**src/rtl/ultrasonic_echo_ranger_macros.svh**
```systemverilog
// assertion macros for the ultrasonic echo ranger rtl
`ifndef ULTRASONIC_ECHO_RANGER_MACROS_SVH
`define ULTRASONIC_ECHO_RANGER_MACROS_SVH

// same-cycle implication, disabled during reset
`define UER_ASSERT_SAME(lbl, clk, rst, ante, cons) \
   lbl: assert property (@(posedge clk) disable iff (rst) (ante) |-> (cons)) \
      else $error("uer assertion failed");

// next-cycle implication, disabled during reset
`define UER_ASSERT_NEXT(lbl, clk, rst, ante, cons) \
   lbl: assert property (@(posedge clk) disable iff (rst) (ante) |=> (cons)) \
      else $error("uer assertion failed");

`endif

```
**src/rtl/uer_pkg.sv**
```systemverilog
// shared types, constants and the divide-by-58 helper for the echo ranger
`default_nettype none

package uer_pkg;

   localparam int unsigned CountWidth = 16;
   localparam int unsigned DistWidth  = 11;

   localparam logic [CountWidth-1:0] DefaultTicks = 16'd100;
   localparam logic [CountWidth-1:0] CountMax     = 16'hFFFF;

   // x / 58 == (x >> 1) / 29, then reciprocal multiply by ceil(2^21 / 29)
   localparam logic [31:0] Recip29 = 32'd72316;
   localparam int unsigned Recip29Shift = 21;

   // register indexes on the csr write channel
   typedef enum logic [0:0] {
      CSR_SETTLE_TICKS  = 1'b0,
      CSR_TRIGGER_TICKS = 1'b1
   } csr_index_type;

   // measurement phases, one-hot
   typedef enum logic [4:0] {
      PH_IDLE   = 5'b00001,
      PH_SETTLE = 5'b00010,
      PH_TRIG   = 5'b00100,
      PH_WAIT   = 5'b01000,
      PH_HIGH   = 5'b10000
   } phase_type;

   typedef struct packed {
      logic [CountWidth-1:0] settle_ticks;
      logic [CountWidth-1:0] trigger_ticks;
   } cfg_type;

   typedef struct packed {
      logic                  trigger_out;
      logic                  busy_res;
      logic                  done_res;
      logic [CountWidth-1:0] pulse_ticks;
      logic [DistWidth-1:0]  distance_cm;
   } result_type;

   function automatic logic [DistWidth-1:0] div58(input logic [CountWidth-1:0] x);
      logic [31:0] prod;
      prod = {17'd0, x[CountWidth-1:1]} * Recip29;
      return prod[Recip29Shift +: DistWidth];
   endfunction

endpackage

`default_nettype wire

```
**src/rtl/uer_fsm.sv**
```systemverilog
// trigger sequencing and echo width timing, one tick per step
`default_nettype none

`include "ultrasonic_echo_ranger_macros.svh"

module uer_fsm (
   input  wire logic                clock,
   input  wire logic                reset,
   input  wire logic                step,
   input  wire logic                start_req,
   input  wire logic                echo_level,
   input  wire uer_pkg::cfg_type    cfg,
   output uer_pkg::result_type      result
);

   uer_pkg::phase_type                phase_ff, phase_in, phase_eff;
   logic [uer_pkg::CountWidth-1:0]    phase_count_ff, phase_count_in, count_base, count_inc;
   logic [uer_pkg::CountWidth-1:0]    echo_count_ff, echo_count_in;
   logic [uer_pkg::CountWidth-1:0]    last_width_ff, last_width_in;
   logic [uer_pkg::DistWidth-1:0]     last_dist_ff, last_dist_in, echo_dist;
   logic                              trig, busy, done;

   // quotient of the running width, ready for the falling edge
   assign echo_dist = uer_pkg::div58(echo_count_ff);

   always_comb begin
      // a start in idle makes this same tick the first settle tick
      if (phase_ff == uer_pkg::PH_IDLE && start_req) begin
         phase_eff  = uer_pkg::PH_SETTLE;
         count_base = '0;
      end else begin
         phase_eff  = phase_ff;
         count_base = phase_count_ff;
      end
      count_inc = count_base + 16'd1;

      phase_in       = phase_eff;
      phase_count_in = count_base;
      echo_count_in  = echo_count_ff;
      last_width_in  = last_width_ff;
      last_dist_in   = last_dist_ff;
      trig           = 1'b0;
      busy           = 1'b1;
      done           = 1'b0;

      unique case (phase_eff)
         uer_pkg::PH_IDLE: begin
            busy = 1'b0;
         end
         uer_pkg::PH_SETTLE: begin
            phase_count_in = count_inc;
            if (count_inc >= cfg.settle_ticks) begin
               phase_in       = uer_pkg::PH_TRIG;
               phase_count_in = '0;
            end
         end
         uer_pkg::PH_TRIG: begin
            trig           = 1'b1;
            phase_count_in = count_inc;
            if (count_inc >= cfg.trigger_ticks) begin
               phase_in       = uer_pkg::PH_WAIT;
               phase_count_in = '0;
            end
         end
         uer_pkg::PH_WAIT: begin
            if (echo_level) begin
               phase_in      = uer_pkg::PH_HIGH;
               echo_count_in = 16'd1;
            end
         end
         uer_pkg::PH_HIGH: begin
            if (echo_level) begin
               if (echo_count_ff != uer_pkg::CountMax) begin
                  echo_count_in = echo_count_ff + 16'd1;
               end
            end else begin
               last_width_in = echo_count_ff;
               last_dist_in  = echo_dist;
               echo_count_in = '0;
               phase_in      = uer_pkg::PH_IDLE;
               busy          = 1'b0;
               done          = 1'b1;
            end
         end
         default: begin
            phase_in       = uer_pkg::PH_IDLE;
            phase_count_in = '0;
            busy           = 1'b0;
         end
      endcase

      result.trigger_out = trig;
      result.busy_res    = busy;
      result.done_res    = done;
      result.pulse_ticks = last_width_in;
      result.distance_cm = last_dist_in;
   end

   always_ff @(posedge clock) begin
      if (reset) begin
         phase_ff       <= uer_pkg::PH_IDLE;
         phase_count_ff <= '0;
         echo_count_ff  <= '0;
         last_width_ff  <= '0;
         last_dist_ff   <= '0;
      end else if (step) begin
         phase_ff       <= phase_in;
         phase_count_ff <= phase_count_in;
         echo_count_ff  <= echo_count_in;
         last_width_ff  <= last_width_in;
         last_dist_ff   <= last_dist_in;
      end
   end

   // echo falling edge always ends the measurement
   `UER_ASSERT_NEXT(a_high_fall_idle, clock, reset,
      step && phase_ff == uer_pkg::PH_HIGH && !echo_level, phase_ff == uer_pkg::PH_IDLE)
   // the width counter is only live while the echo is high
   `UER_ASSERT_SAME(a_echo_count_clear, clock, reset,
      phase_ff != uer_pkg::PH_HIGH, echo_count_ff == '0)
   // settle only ever moves on to the trigger pulse
   `UER_ASSERT_NEXT(a_settle_to_trig, clock, reset,
      step && phase_ff == uer_pkg::PH_SETTLE,
      phase_ff == uer_pkg::PH_SETTLE || phase_ff == uer_pkg::PH_TRIG)
   // latched distance tracks the latched width
   `UER_ASSERT_SAME(a_dist_matches, clock, reset,
      1'b1, last_dist_ff == uer_pkg::div58(last_width_ff))

endmodule

`default_nettype wire

```
**src/rtl/ultrasonic_echo_ranger.sv**
```systemverilog
// top level of the ultrasonic echo ranger: stream ports, csr bank, result register
`default_nettype none

// Ultrasonic echo ranger. Each req word is one microsecond tick carrying a start
// request and the sampled echo pin; each accepted word yields exactly one rsp
// word, in the next cycle, from a result register. One word is taken every clock
// cycle as long as rsp_tready keeps up: req_tready is high whenever the result
// register is empty or being drained, so throughput is one tick per cycle. From
// idle, a start request begins a measurement on that same tick: trigger low for
// settle_ticks ticks, high for trigger_ticks ticks, then a wait for the echo to
// rise with no timeout. Echo-high ticks are counted (saturating at 65535); on the
// tick the echo is seen low, done_res pulses and pulse_ticks / distance_cm (width
// / 58, cm) are latched. Starts are ignored while busy, and a register value of
// zero acts as one. Write the csr registers only while idle; csr_ready is always
// high.

module ultrasonic_echo_ranger (
   input  wire logic        clock,
   input  wire logic        reset,
   // input stream
   input  wire logic        req_tvalid,
   output logic             req_tready,
   input  wire logic [7:0]  req_tdata,   // [0] start_req, [1] echo_level, [7:2] zero
   // result stream
   output logic             rsp_tvalid,
   input  wire logic        rsp_tready,
   output logic [31:0]      rsp_tdata,   // [0] trigger_out, [1] busy_res, [2] done_res,
                                         // [18:3] pulse_ticks, [29:19] distance_cm,
                                         // [31:30] zero
   // register writes
   input  wire logic        csr_valid,
   output logic             csr_ready,
   input  wire logic [0:0]  csr_index,
   input  wire logic [15:0] csr_wdata
);

   uer_pkg::cfg_type    cfg_ff;
   uer_pkg::result_type result;
   uer_pkg::result_type rsp_data_ff;
   logic                rsp_valid_ff, rsp_valid_in;
   logic                step;

   // result register frees up in the same cycle it is drained
   assign req_tready = !rsp_valid_ff || rsp_tready;
   assign step       = req_tvalid && req_tready;
   assign csr_ready  = 1'b1;

   always_ff @(posedge clock) begin
      if (reset) begin
         cfg_ff.settle_ticks  <= uer_pkg::DefaultTicks;
         cfg_ff.trigger_ticks <= uer_pkg::DefaultTicks;
      end else if (csr_valid && csr_ready) begin
         unique case (uer_pkg::csr_index_type'(csr_index))
            uer_pkg::CSR_SETTLE_TICKS:  cfg_ff.settle_ticks  <= csr_wdata;
            uer_pkg::CSR_TRIGGER_TICKS: cfg_ff.trigger_ticks <= csr_wdata;
            default: ;
         endcase
      end
   end

   // tick sequencer and echo timer
   uer_fsm u_fsm (
      .clock      (clock),
      .reset      (reset),
      .step       (step),
      .start_req  (req_tdata[0]),
      .echo_level (req_tdata[1]),
      .cfg        (cfg_ff),
      .result     (result)
   );

   always_comb begin
      rsp_valid_in = rsp_valid_ff;
      if (step) begin
         rsp_valid_in = 1'b1;
      end else if (rsp_tready) begin
         rsp_valid_in = 1'b0;
      end
   end

   always_ff @(posedge clock) begin
      if (reset) begin
         rsp_valid_ff <= 1'b0;
      end else begin
         rsp_valid_ff <= rsp_valid_in;
      end
   end

   // payload needs no reset
   always_ff @(posedge clock) begin
      if (step) begin
         rsp_data_ff <= result;
      end
   end

   assign rsp_tvalid = rsp_valid_ff;
   assign rsp_tdata  = {2'b00,
                        rsp_data_ff.distance_cm,
                        rsp_data_ff.pulse_ticks,
                        rsp_data_ff.done_res,
                        rsp_data_ff.busy_res,
                        rsp_data_ff.trigger_out};

endmodule

`default_nettype wire

```
**config.mk**
```make
export PLATFORM = sky130hd
export DESIGN_NAME = ultrasonic_echo_ranger
export DESIGN_NICKNAME = d
export VERILOG_FILES = /design/src/rtl/uer_pkg.sv /design/src/rtl/uer_fsm.sv /design/src/rtl/ultrasonic_echo_ranger.sv
export VERILOG_INCLUDE_DIRS = /design/src /design/src/rtl
export SDC_FILE = /design/constraint.sdc
export NUM_CORES = 1
export LEC_CHECK = 0
export ABC_AREA = 1
export BUFFER_PORTS_ARGS = -buffer_cell sky130_fd_sc_hd__buf_2
export CELL_PAD_IN_SITES_DETAIL_PLACEMENT = 0
export CELL_PAD_IN_SITES_GLOBAL_PLACEMENT = 2
export CORE_AREA = 2 2 174 176
export CTS_BUF_LIST = sky130_fd_sc_hd__clkbuf_4 sky130_fd_sc_hd__clkbuf_8
export DETAILED_ROUTE_END_ITERATION = 8
export DIE_AREA = 0 0 176 178
export PLACE_DENSITY_LB_ADDON = 0.1
export RECOVER_POWER = 25
export SYNTH_ARGS = -nofsm -noshare
export SYNTH_HDL_FRONTEND = slang
export SYNTH_HIERARCHICAL = 1
export SYNTH_SLANG_ARGS = --single-unit
```
**constraint.sdc**
```tcl
create_clock -name clock -period 7.49 [get_ports clock]
set_input_delay 0.3745 -clock clock [delete_from_list [all_inputs] [get_ports clock]]
set_output_delay 0.3745 -clock clock [all_outputs]
set_load 0.02 [all_outputs]
```
==> Word level (Yosys, flattened, before mapping) <==
Cells that the tools add are included.
W data, S select, Z words.
{ "op_classes": {"n_addsub": 2, "mul": 1, "magnitude_cmp": 2, "n_eq_ne": 9, "muxes": 24, "n_bitwise": 1, "reduce_logical": 11} }
{ "ops": {"columns": ["op", "count"], "rows": [
  ["$mux W16", 8],
  ["$pmux W16 S3", 1],
  ["$add A16 B1 Y16 const B", 2],
  ["$ge A16 B16 Y1", 2],
  ["$pmux W16 S2", 1],
  ["$mul A15 B15 Y30 const B", 1],
  ["$mux W5", 5],
  ["$pmux W5 S5", 1],
  ["$mux W11", 2],
  ["$ne A16 B16 Y1 const B", 1],
  ["$eq A5 B1 Y1 const B", 2],
  ["$reduce_or A3 Y1", 2],
  ["$eq A5 B2 Y1 const B", 1],
  ["$eq A5 B3 Y1 const B", 1],
  ["$eq A5 B4 Y1 const B", 1],
  ["$eq A5 B5 Y1 const B", 1],
  ["$mux W1", 5],
  ["$reduce_and A2 Y1", 2],
  ["$reduce_and A4 Y1", 1],
  ["$reduce_bool A2 Y1", 2],
  ["$ne A3 B2 Y1 const B", 1],
  ["$logic_and A1 B1 Y1", 2],
  ["$ne A2 B2 Y1 const B", 1],
  ["$pmux W1 S2", 1],
  ["other kinds (3)", 3]
]} }
{ "word_totals": {"ff_bits": 127, "wordCells": 63} }

==> Logic depth before layout (Yosys ltp) <==
Gate-level depths: netlist of run 1.
{ "logic_depth": {"ltp_word": 7, "depth_mapped": 27, "ltp_nobuf": 27} }

==> Hierarchy <==
The synthesis of run 1 kept the hierarchy.
{ "by_module_without_submodules": {"columns": ["module", "n_inst", "cells_each", "area_per_inst_um2", "seq_area_each_um2"], "rows": [
  ["uer_fsm", 1, 1316, 9317.7, 1281.2],
  ["ultrasonic_echo_ranger", 1, 211, 2262.2, 1561.5]
]} }

==> Worst setup path before layout of run 1 <==
OpenSTA, ideal clock, no wires.
{ "synth_timing": {"path_kind": "reg-to-reg", "from": "reg u_fsm/echo_count_ff[13] in the netlist's numbering", "to": "reg rsp_data_ff, in the netlist rsp_tdata[29] (data pin)", "setup_ns": 0.251, "arrival_ns": 4.794, "required_time_ns": 7.239, "setup_slack_ns": 2.445, "stages_incl_launch_ff": 22, "synth_period_minus_slack_ns": 5.045, "cell_sequence": "dfxtp_1 -> fa_1 -> inv_1 -> fa_1 -> inv_1 -> fa_1 -> fa_1 -> fa_1 -> inv_1 -> fa_1 -> inv_1 -> ha_1 -> a21oi_1 -> o21ai_0 -> a21oi_1 -> nor2_1 -> nor2_1 -> nand2_1 -> nand2_1 -> nand3_1 -> nand2_1 -> inv_1"} }
{ "synth_rtl": {"columns": ["element", "line", "rtl"], "rows": [
  ["start, declared", "uer_fsm.sv:18", "logic [uer_pkg::CountWidth-1:0] echo_count_ff, echo_count_in;"],
  ["start signal, assigned", "uer_fsm.sv:109", "echo_count_ff <= echo_count_in;"],
  ["end signal, assigned", "ultrasonic_echo_ranger.sv:92", "rsp_data_ff <= result;"],
  ["end, declared", "ultrasonic_echo_ranger.sv:39", "uer_pkg::result_type rsp_data_ff;"]
]} }

==> metrics.csv, run 1 <==
stage;metric;value;unit
status;status;finished with violations;
status;violations;capacitance limit, slew limit;
cells_and_area;fillCellCount;3169;
setup_path;worstSetupStartpointType;flop;
yosys;synthTopCellsByArea;dfxtp_1, ha_1, fa_1;
yosys;ys_async_sr_fraction;0;%
timing;relative_slew_slack;-50.9;%
yosys;synth_enable_flop_cells;30;
routing;detail_route.wl_per_cell;14.7;um
setup_path;critPathBufInv;5;
yosys;synth.largest_area_cell;dfxtp_1;
pwr;total_leakage_power;6.61;nW
timing;total_neg_setup_slack;0;ps
global_routing;grt_pass1_wl;46900;um
job;drv_cap;1;
yosys;syn-instance-count;1527;
clock_network;clk_root_buffer_cell;clkbuf_8;
cells_and_area;antenna_cells;0;
timing;achievable_freq;0.173;GHz
routing;route.antenna.remaining_nets;0;
setup_path;critical_path.max_stage_delay;700;ps
setup_path;critPathTopFamily;adder cells;
yosys;dominantRegCellSynth;dfxtp_1;
global_routing;grt_antenna_before_repair;0;
min_path;beginning_of_the_worst_hold_path;csr_wdata[2];
timing;grt_setup_unrepaired;false;
setup_path;critical_path_required;7700;ps
cells_and_area;finalNetCount;1818;
global_routing;maximum_number_of_pins_on_one_net_before_global_route_repair;56;
setup_path;setup.reg_to_reg.worst_slack;1720;ps
clock_network;cts.clk_slew.worst_paths;80;ps
routing;first_pass_iters;5;
floorplanning;fp.dieW;176;um
clock_network;cts_tree;built;
cells_and_area;drive_above_1_share;7.30;%
cells_and_area;areaGrowthSynthToFinish;8.34;%
yosys;synthesis.area;11600;sq um
min_path;worst_hold_path_type;input port to flop;
setup_path;crit_path_cell_trace;ha_1 -> inv_1 -> fa_1 -> inv_1 -> fa_1 -> fa_1 -> fa_1 -> inv_1 -> fa_1 -> inv_1 -> ha_1 -> a21oi_1 -> o21ai_0 -> a21oi_1 -> nor2_1 -> nor2_1 -> nand2_1 -> nand2_1 -> nand3_1 -> nand2_1 -> inv_1;
place;gp_routability_congestion;0.827;
clock_network;cts.hold.buffers_added;0;
clock_network;htree_num_levels;4;
setup_path;end_kind;flop;
routing;avgViaCountPerCell;4.69;
floorplanning;boundaryPins;65;
timing;post-route-period-util;77.1;%
clock_network;post-cts-setup-buffers;0;
yosys;ys_types;43;
routing;detail_route.iter0.violations;479;
clock_network;cts_resized;0;
setup_path;worst_path_max_delay_cell;dfxtp_1;
floorplanning;die_height;178;um
clock_network;numClockSinks;127;
yosys;syn_avg_cell_area;7.58;sq um
timing;final.setup_skew;13.3;ps
yosys;synth_warnings;6;
global_routing;grt_pass1_vias;9084;
routing;route.detailed.drc;0;
setup_path;criticalPathCategory;flop to flop;
pwr;peak_supply_drop;0.107;mV
yosys;synth_top_area_share;16.8;%
setup_path;critical_path.max_fanout;11;
yosys;ys_seq_elements;127;
timing;hold_violations;0;
timing;worst_max_slew_pin_slew;2260;ps
clock_network;clock_latency;460;ps
routing;routed_wire_length;29000;um
floorplanning;core_area;29400;sq um
routing;dr_total_vias;9207;
clock_network;numCtsBuffers;17;
place;number_of_port_buffers;55;
floorplanning;start_util;39.4;%
timing;setup_viol_count_final;0;
place;hpwl;23100;um
floorplanning;core.rowCount;63;
timing;drv_slew;45;
pwr;power.density_cell_area;130;nW/um^2
yosys;seq_area_frac_synth;24.5;%
global_routing;global_route.overflow_total;0;
setup_path;crit_arrival;5990;ps
setup_path;launching_point_of_the_worst_reg2reg_path;u_fsm/echo_count_ff[11]$_SDFFE_PP0P_;
setup_path;worstSetupStartpoint;u_fsm/echo_count_ff[11]$_SDFFE_PP0P_;
timing;final.min_clock_period;5770;ps
clock_network;clock_tree_buf_depth;2;
timing;whs;126;ps
global_routing;grt_util_all_layers;19.4;%
floorplanning;dieArea;31300;sq um
## cell families (layout without fill, tap and decap cells)
group,count (synthesis),after routing,share of synthesized area (%)
flip-flops,127,127,24.5
other,2,3,0.0649
adder cells (fa/ha/maj),226,226,29.4
XOR/XNOR,12,12,0.973
buffers and inverters,371,418,13.0
AO/OA/AOI/OAI,210,210,9.47
AND/OR/NAND/NOR,579,579,22.6
## report_power, final
group	internal [mW]	switching, mW
logic	0.0493	0.119
registers	0.739	0.0129
clock network	0.408	0.306
## synthesized netlist by cell type, types with 5 or more instances
cell type / number
edfxtp_1: 30
nor2_4: 5
a21o_1: 7
dfxtp_1: 97
a21oi_1: 92
ha_1: 149
nor2_1: 115
o21ai_0: 69
buf_6: 5
inv_1: 314
nand3_2: 11
xor2_1: 9
o21ai_1: 31
nand3_1: 81
inv_2: 12
nor2_2: 6
buf_2: 10
fa_1: 77
or2_2: 8
nand2_1: 298
clkbuf_1: 16
nand4_1: 14
nor3_1: 22
nor3b_1: 6
buf_4: 10
## path summary, 6_finish.rpt
path,end,cells past startpoint
max,rsp_tdata[25]$_DFFE_PP_,21
min,cfg_ff[2]$_SDFFE_PP1P_,3
max reg2reg,rsp_tdata[25]$_DFFE_PP_,21
min reg2reg,cfg_ff[22]$_SDFFE_PP1P_,2
## per-layer routing
metal	routed length, um	global-route usage [%]	up-vias
met5	0	0	-
met4	664	6.13	0
met3	430	2.60	30
met2	15200	36.4	76
met1	12600	22.8	4217
li1	-	-	4884
## sequential cells by signal, summed over array words and instances (netlist names)
register              count
u_fsm/last_dist_ff       11
u_fsm/phase_count_ff     16
rsp_tdata                30
u_fsm/last_width_ff      16
u_fsm/echo_count_ff      16
u_fsm/phase_ff            5
cfg_ff                   32
rsp_tvalid                1
## placed cells by master, fill, tap and decap left out, types with 3 or more instances in the layout
cell | synthesis | final
nand3_1 | 81 | 81
bufinv_16 | 0 | 5
nand4_4 | 4 | 4
a21oi_1 | 92 | 91
nor2_1 | 115 | 115
clkbuf_8 | 0 | 17
o21ai_0 | 69 | 69
nand2_1 | 298 | 298
nor2_2 | 6 | 5
edfxtp_1 | 30 | 30
nand4_1 | 14 | 14
or2_2 | 8 | 8
fa_1 | 77 | 77
o21ai_1 | 31 | 31
clkbuf_1 | 16 | 32
inv_1 | 314 | 315
dfxtp_1 | 97 | 97
o21bai_1 | 4 | 4
ha_1 | 149 | 149
nor3b_1 | 6 | 6
buf_2 | 10 | 25
conb_1 | 2 | 3
nor2_4 | 5 | 6
nand3_2 | 11 | 11
inv_2 | 12 | 11
o21a_1 | 3 | 3
inv_6 | 0 | 5
a21o_1 | 7 | 7
xor2_1 | 9 | 9
nor3_1 | 22 | 22
## area by class of cell
type / instances / area (sq um) / area share [%]
Clock buffer: 18 / 241 / 1.92
Multi-Input combinational cell: 1030 / 7250 / 57.8
Clock inverter: 14 / 230 / 1.84
Timing Repair Buffer: 59 / 260 / 2.07
Inverter: 327 / 1230 / 9.80
Tap cell: 390 / 488 / 3.89
Sequential cell: 127 / 2840 / 22.7
## worst register-to-register path: stages (launching register included)
cell and delay (ps):
dfxtp_1 700, ha_1 400, inv_1 120, fa_1 560, inv_1 60, fa_1 520
fa_1 440, fa_1 540, inv_1 50, fa_1 520, inv_1 40, ha_1 310
a21oi_1 210, o21ai_0 120, a21oi_1 360, nor2_1 70, nor2_1 170, nand2_1 70
nand2_1 60, nand3_1 60, nand2_1 120, inv_1 50
## stage by stage
step	worst slack, ps	power [mW]	util [%]	instances	cell area (sq um)
floorplan	2450	0.899	-	1528	11600
global placement	1740	0.942	41.2	1933	12100
detailed placement	1680	0.944	41.2	1933	12100
CTS	1700	1.67	42.8	1965	12600
global route	1290	1.72	42.7	1965	12500
finish	1720	1.63	42.7	1965	12500
Power figures use the tool's default switching activity.
==> run 2: changes to the inputs <==
--- a/config.mk
+++ b/config.mk
@@ -10,10 +10,10 @@
 export BUFFER_PORTS_ARGS = -buffer_cell sky130_fd_sc_hd__buf_2
 export CELL_PAD_IN_SITES_DETAIL_PLACEMENT = 0
 export CELL_PAD_IN_SITES_GLOBAL_PLACEMENT = 2
-export CORE_AREA = 2 2 174 176
+export CORE_AREA = 2 2 178 180
 export CTS_BUF_LIST = sky130_fd_sc_hd__clkbuf_4 sky130_fd_sc_hd__clkbuf_8
 export DETAILED_ROUTE_END_ITERATION = 8
-export DIE_AREA = 0 0 176 178
+export DIE_AREA = 0 0 180 182
 export PLACE_DENSITY_LB_ADDON = 0.1
 export RECOVER_POWER = 25
 export SYNTH_ARGS = -nofsm -noshare
==> constraint.sdc (replaced) <==
create_clock -name clock -period 5.4 [get_ports clock]
set_input_delay 0.27 -clock clock [delete_from_list [all_inputs] [get_ports clock]]
set_output_delay 0.27 -clock clock [all_outputs]
set_load 0.02 [all_outputs]
==> run 2 against run 1 <==
Against the previous run: first-iteration DRC count decreased by 27%; largest power group unchanged; wire length up 5.2%; sequential power is 38% higher; flip-flop and latch count stayed put; final area rose by 4.0%; sequential share of layout area fell by 0.76 points; utilization down 0.55 points; fmax increased by 11%; via count grew 2.1%; largest cell class unchanged; clock skew grew 13 ps; worst setup slack lost 1500 ps; critical path type unchanged; the run still ends with capacitance limit, slew limit left; clock-buffer cell count is 3 higher.
==> metrics.csv, run 2 (same netlist as run 1, synthesis figures left out) <==
stage;metric;value;unit
timing;relative_slew_slack;-57.0;%
routing;routed_wire_length;30500;um
pwr;fin_total_pwr;2.13;mW
timing;achievable_freq;0.192;GHz
pwr;power.density_cell_area;163;nW/um^2
timing;total_neg_setup_slack;0;ps
floorplanning;die_height;182;um
cells_and_area;largest_register;cfg_ff;
setup_path;criticalPathCategory;flop to flop;
routing;detail_route.iter0.violations;352;
global_routing;maximum_number_of_pins_on_one_net_before_global_route_repair;73;
pwr;peak_supply_drop;0.172;mV
floorplanning;boundaryPins;65;
cells_and_area;drive_above_1_share;13.1;%
routing;dr_total_vias;9397;
min_path;worst_hold_path_type;input port to flop;
setup_path;worstSetupStartpointType;flop;
timing;setup_viol_count_final;0;
cells_and_area;finalNetCount;1866;
floorplanning;dieArea;32800;sq um
cells_and_area;most-common-layout-cells;inv_1, nand2_1, ha_1, nor2_1, dfxtp_1;
timing;worst_max_slew_pin_slew;2360;ps
cells_and_area;areaGrowthSynthToFinish;12.7;%
routing;detail_route.wl_per_cell;15.0;um
routing;route.detailed.drc;0;
setup_path;critical_path_required;5610;ps
pwr;total_leakage_power;6.82;nW
setup_path;critical_path.max_fanout;5;
setup_path;end_kind;flop;
cells_and_area;postLayoutCoreUtil;42.1;%
routing;route.antenna.remaining_nets;0;
routing;first_pass_iters;4;
floorplanning;start_util;37.4;%
timing;hold_violations;0;
global_routing;grt_pass1_vias;9468;
floorplanning;core.rowCount;65;
clock_network;cts_tree;built;
cells_and_area;layout.cells.most_common;inv_1;
timing;whs;58.5;ps
place;number_of_port_buffers;55;
clock_network;numClockSinks;127;
global_routing;global_route.overflow_total;0;
timing;grt_setup_unrepaired;true;
clock_network;htree_num_levels;4;
place;gp_routability_congestion;0.863;
timing;post-route-period-util;96.4;%
cells_and_area;largest_register_ffs;32;
clock_network;cts.clk_slew.worst_paths;90;ps
clock_network;clk_root_buffer_cell;clkbuf_8;
global_routing;grt_antenna_before_repair;1;
setup_path;crit_arrival;5420;ps
place;hpwl;24200;um
routing;avgViaCountPerCell;4.64;
timing;drv_slew;45;
global_routing;grt_pass1_wl;49600;um
job;drv_cap;1;
cells_and_area;fillCellCount;3318;
status;status;finished with violations;
global_routing;grt_util_all_layers;19.4;%
clock_network;clock_latency;480;ps
floorplanning;core_area;31000;sq um
clock_network;numCtsBuffers;17;
timing;final.min_clock_period;5210;ps
status;violations;capacitance limit, slew limit;
clock_network;clock_tree_buf_depth;2;
floorplanning;fp.dieW;180;um
timing;final.setup_skew;26.8;ps
-- run 2: cell count changes in the layout (fill, tap and decap cells not counted), sizes merged --
cell / change
clkinv: +4
diode: +1
inv: -4
buf: +45
dlygate4sd3: +3
bufinv: -3
clkbuf: +3
-- run 2: layout make-up --
cell class                      instances  area, sq um  area share [%]
Multi-Input combinational cell       1030         7430            56.9
Tap cell                              402          503            3.85
Antenna cell                            1         2.50          0.0192
Timing Repair Buffer                  107          642            4.92
Clock buffer                           21          270            2.07
Sequential cell                       127         2860            21.9
Inverter                              327         1230            9.42
Clock inverter                         11          114           0.872
-- run 2: path summary, 6_finish.rpt --
kind | end | start | slack [ps] | depth (start not counted)
setup / recovery | rsp_tdata[27]$_DFFE_PP_ | u_fsm/echo_count_ff[13]$_SDFFE_PP0P_ | 190 | 26
setup reg to reg | rsp_tdata[27]$_DFFE_PP_ | u_fsm/echo_count_ff[13]$_SDFFE_PP0P_ | 190 | 26
hold / removal | cfg_ff[13]$_SDFFE_PP0P_ | csr_wdata[13] | 60 | 3
hold reg to reg | cfg_ff[22]$_SDFFE_PP1P_ | cfg_ff[22]$_SDFFE_PP1P_ | 470 | 2
-- run 2: critical path, cell delays in order (launching register included) --
cell,delay [ps]
dfxtp_4,380
buf_6,120
fa_1,510
inv_2,40
fa_1,490
inv_1,50
fa_1,470
fa_2,480
fa_1,510
inv_2,40
fa_1,480
inv_2,50
ha_4,280
nand2_2,50
nand2_2,70
nand2_1,50
nand2_1,60
inv_2,40
nor2_2,110
nor2_2,60
nor2_1,150
nor2_1,80
buf_4,130
nand3_1,50
nand3_1,70
nand2_1,110
inv_1,40
-- run 2: metrics by stage --
step                worst slack (ps)  cells  cell area [sq um]
floorplan                        355   1528              11600
global placement               -45.4   1986              12400
detailed placement             -16.6   1986              12400
CTS                            0.967   2022              12900
global route                   -13.8   2025              13100
finish                           192   2026              13100
-- run 2: metal layers --
metal	global-route usage (%)	vias to the layer above	wire length (um)	share of wire (%)
li1	-	4977	-	-
met1	22.4	4315	13400	44
met2	36.5	80	15800	52
met3	2.99	25	591	1.9
met4	5.98	0	688	2.3
met5	0	-	0	0
-- run 2: power by group --
group	switching (mW)	leakage, nW	total [mW]	internal, mW
sequential	0.0197	1.10	1.04	1.02
combinational	0.168	5.51	0.238	0.0701
clock	0.410	0.204	0.844	0.434
total	0.598	6.82	2.13	1.53
-- run 2: timing repair --
action / CTS / global route
hold endpoints to repair: 3 / 0
gates resized for setup: 7 / 58
endpoints found under the setup margin: 9 / 22
buffers inserted: 1 / 3
pin swaps: 3 / 35
hold buffers: 3 / 0
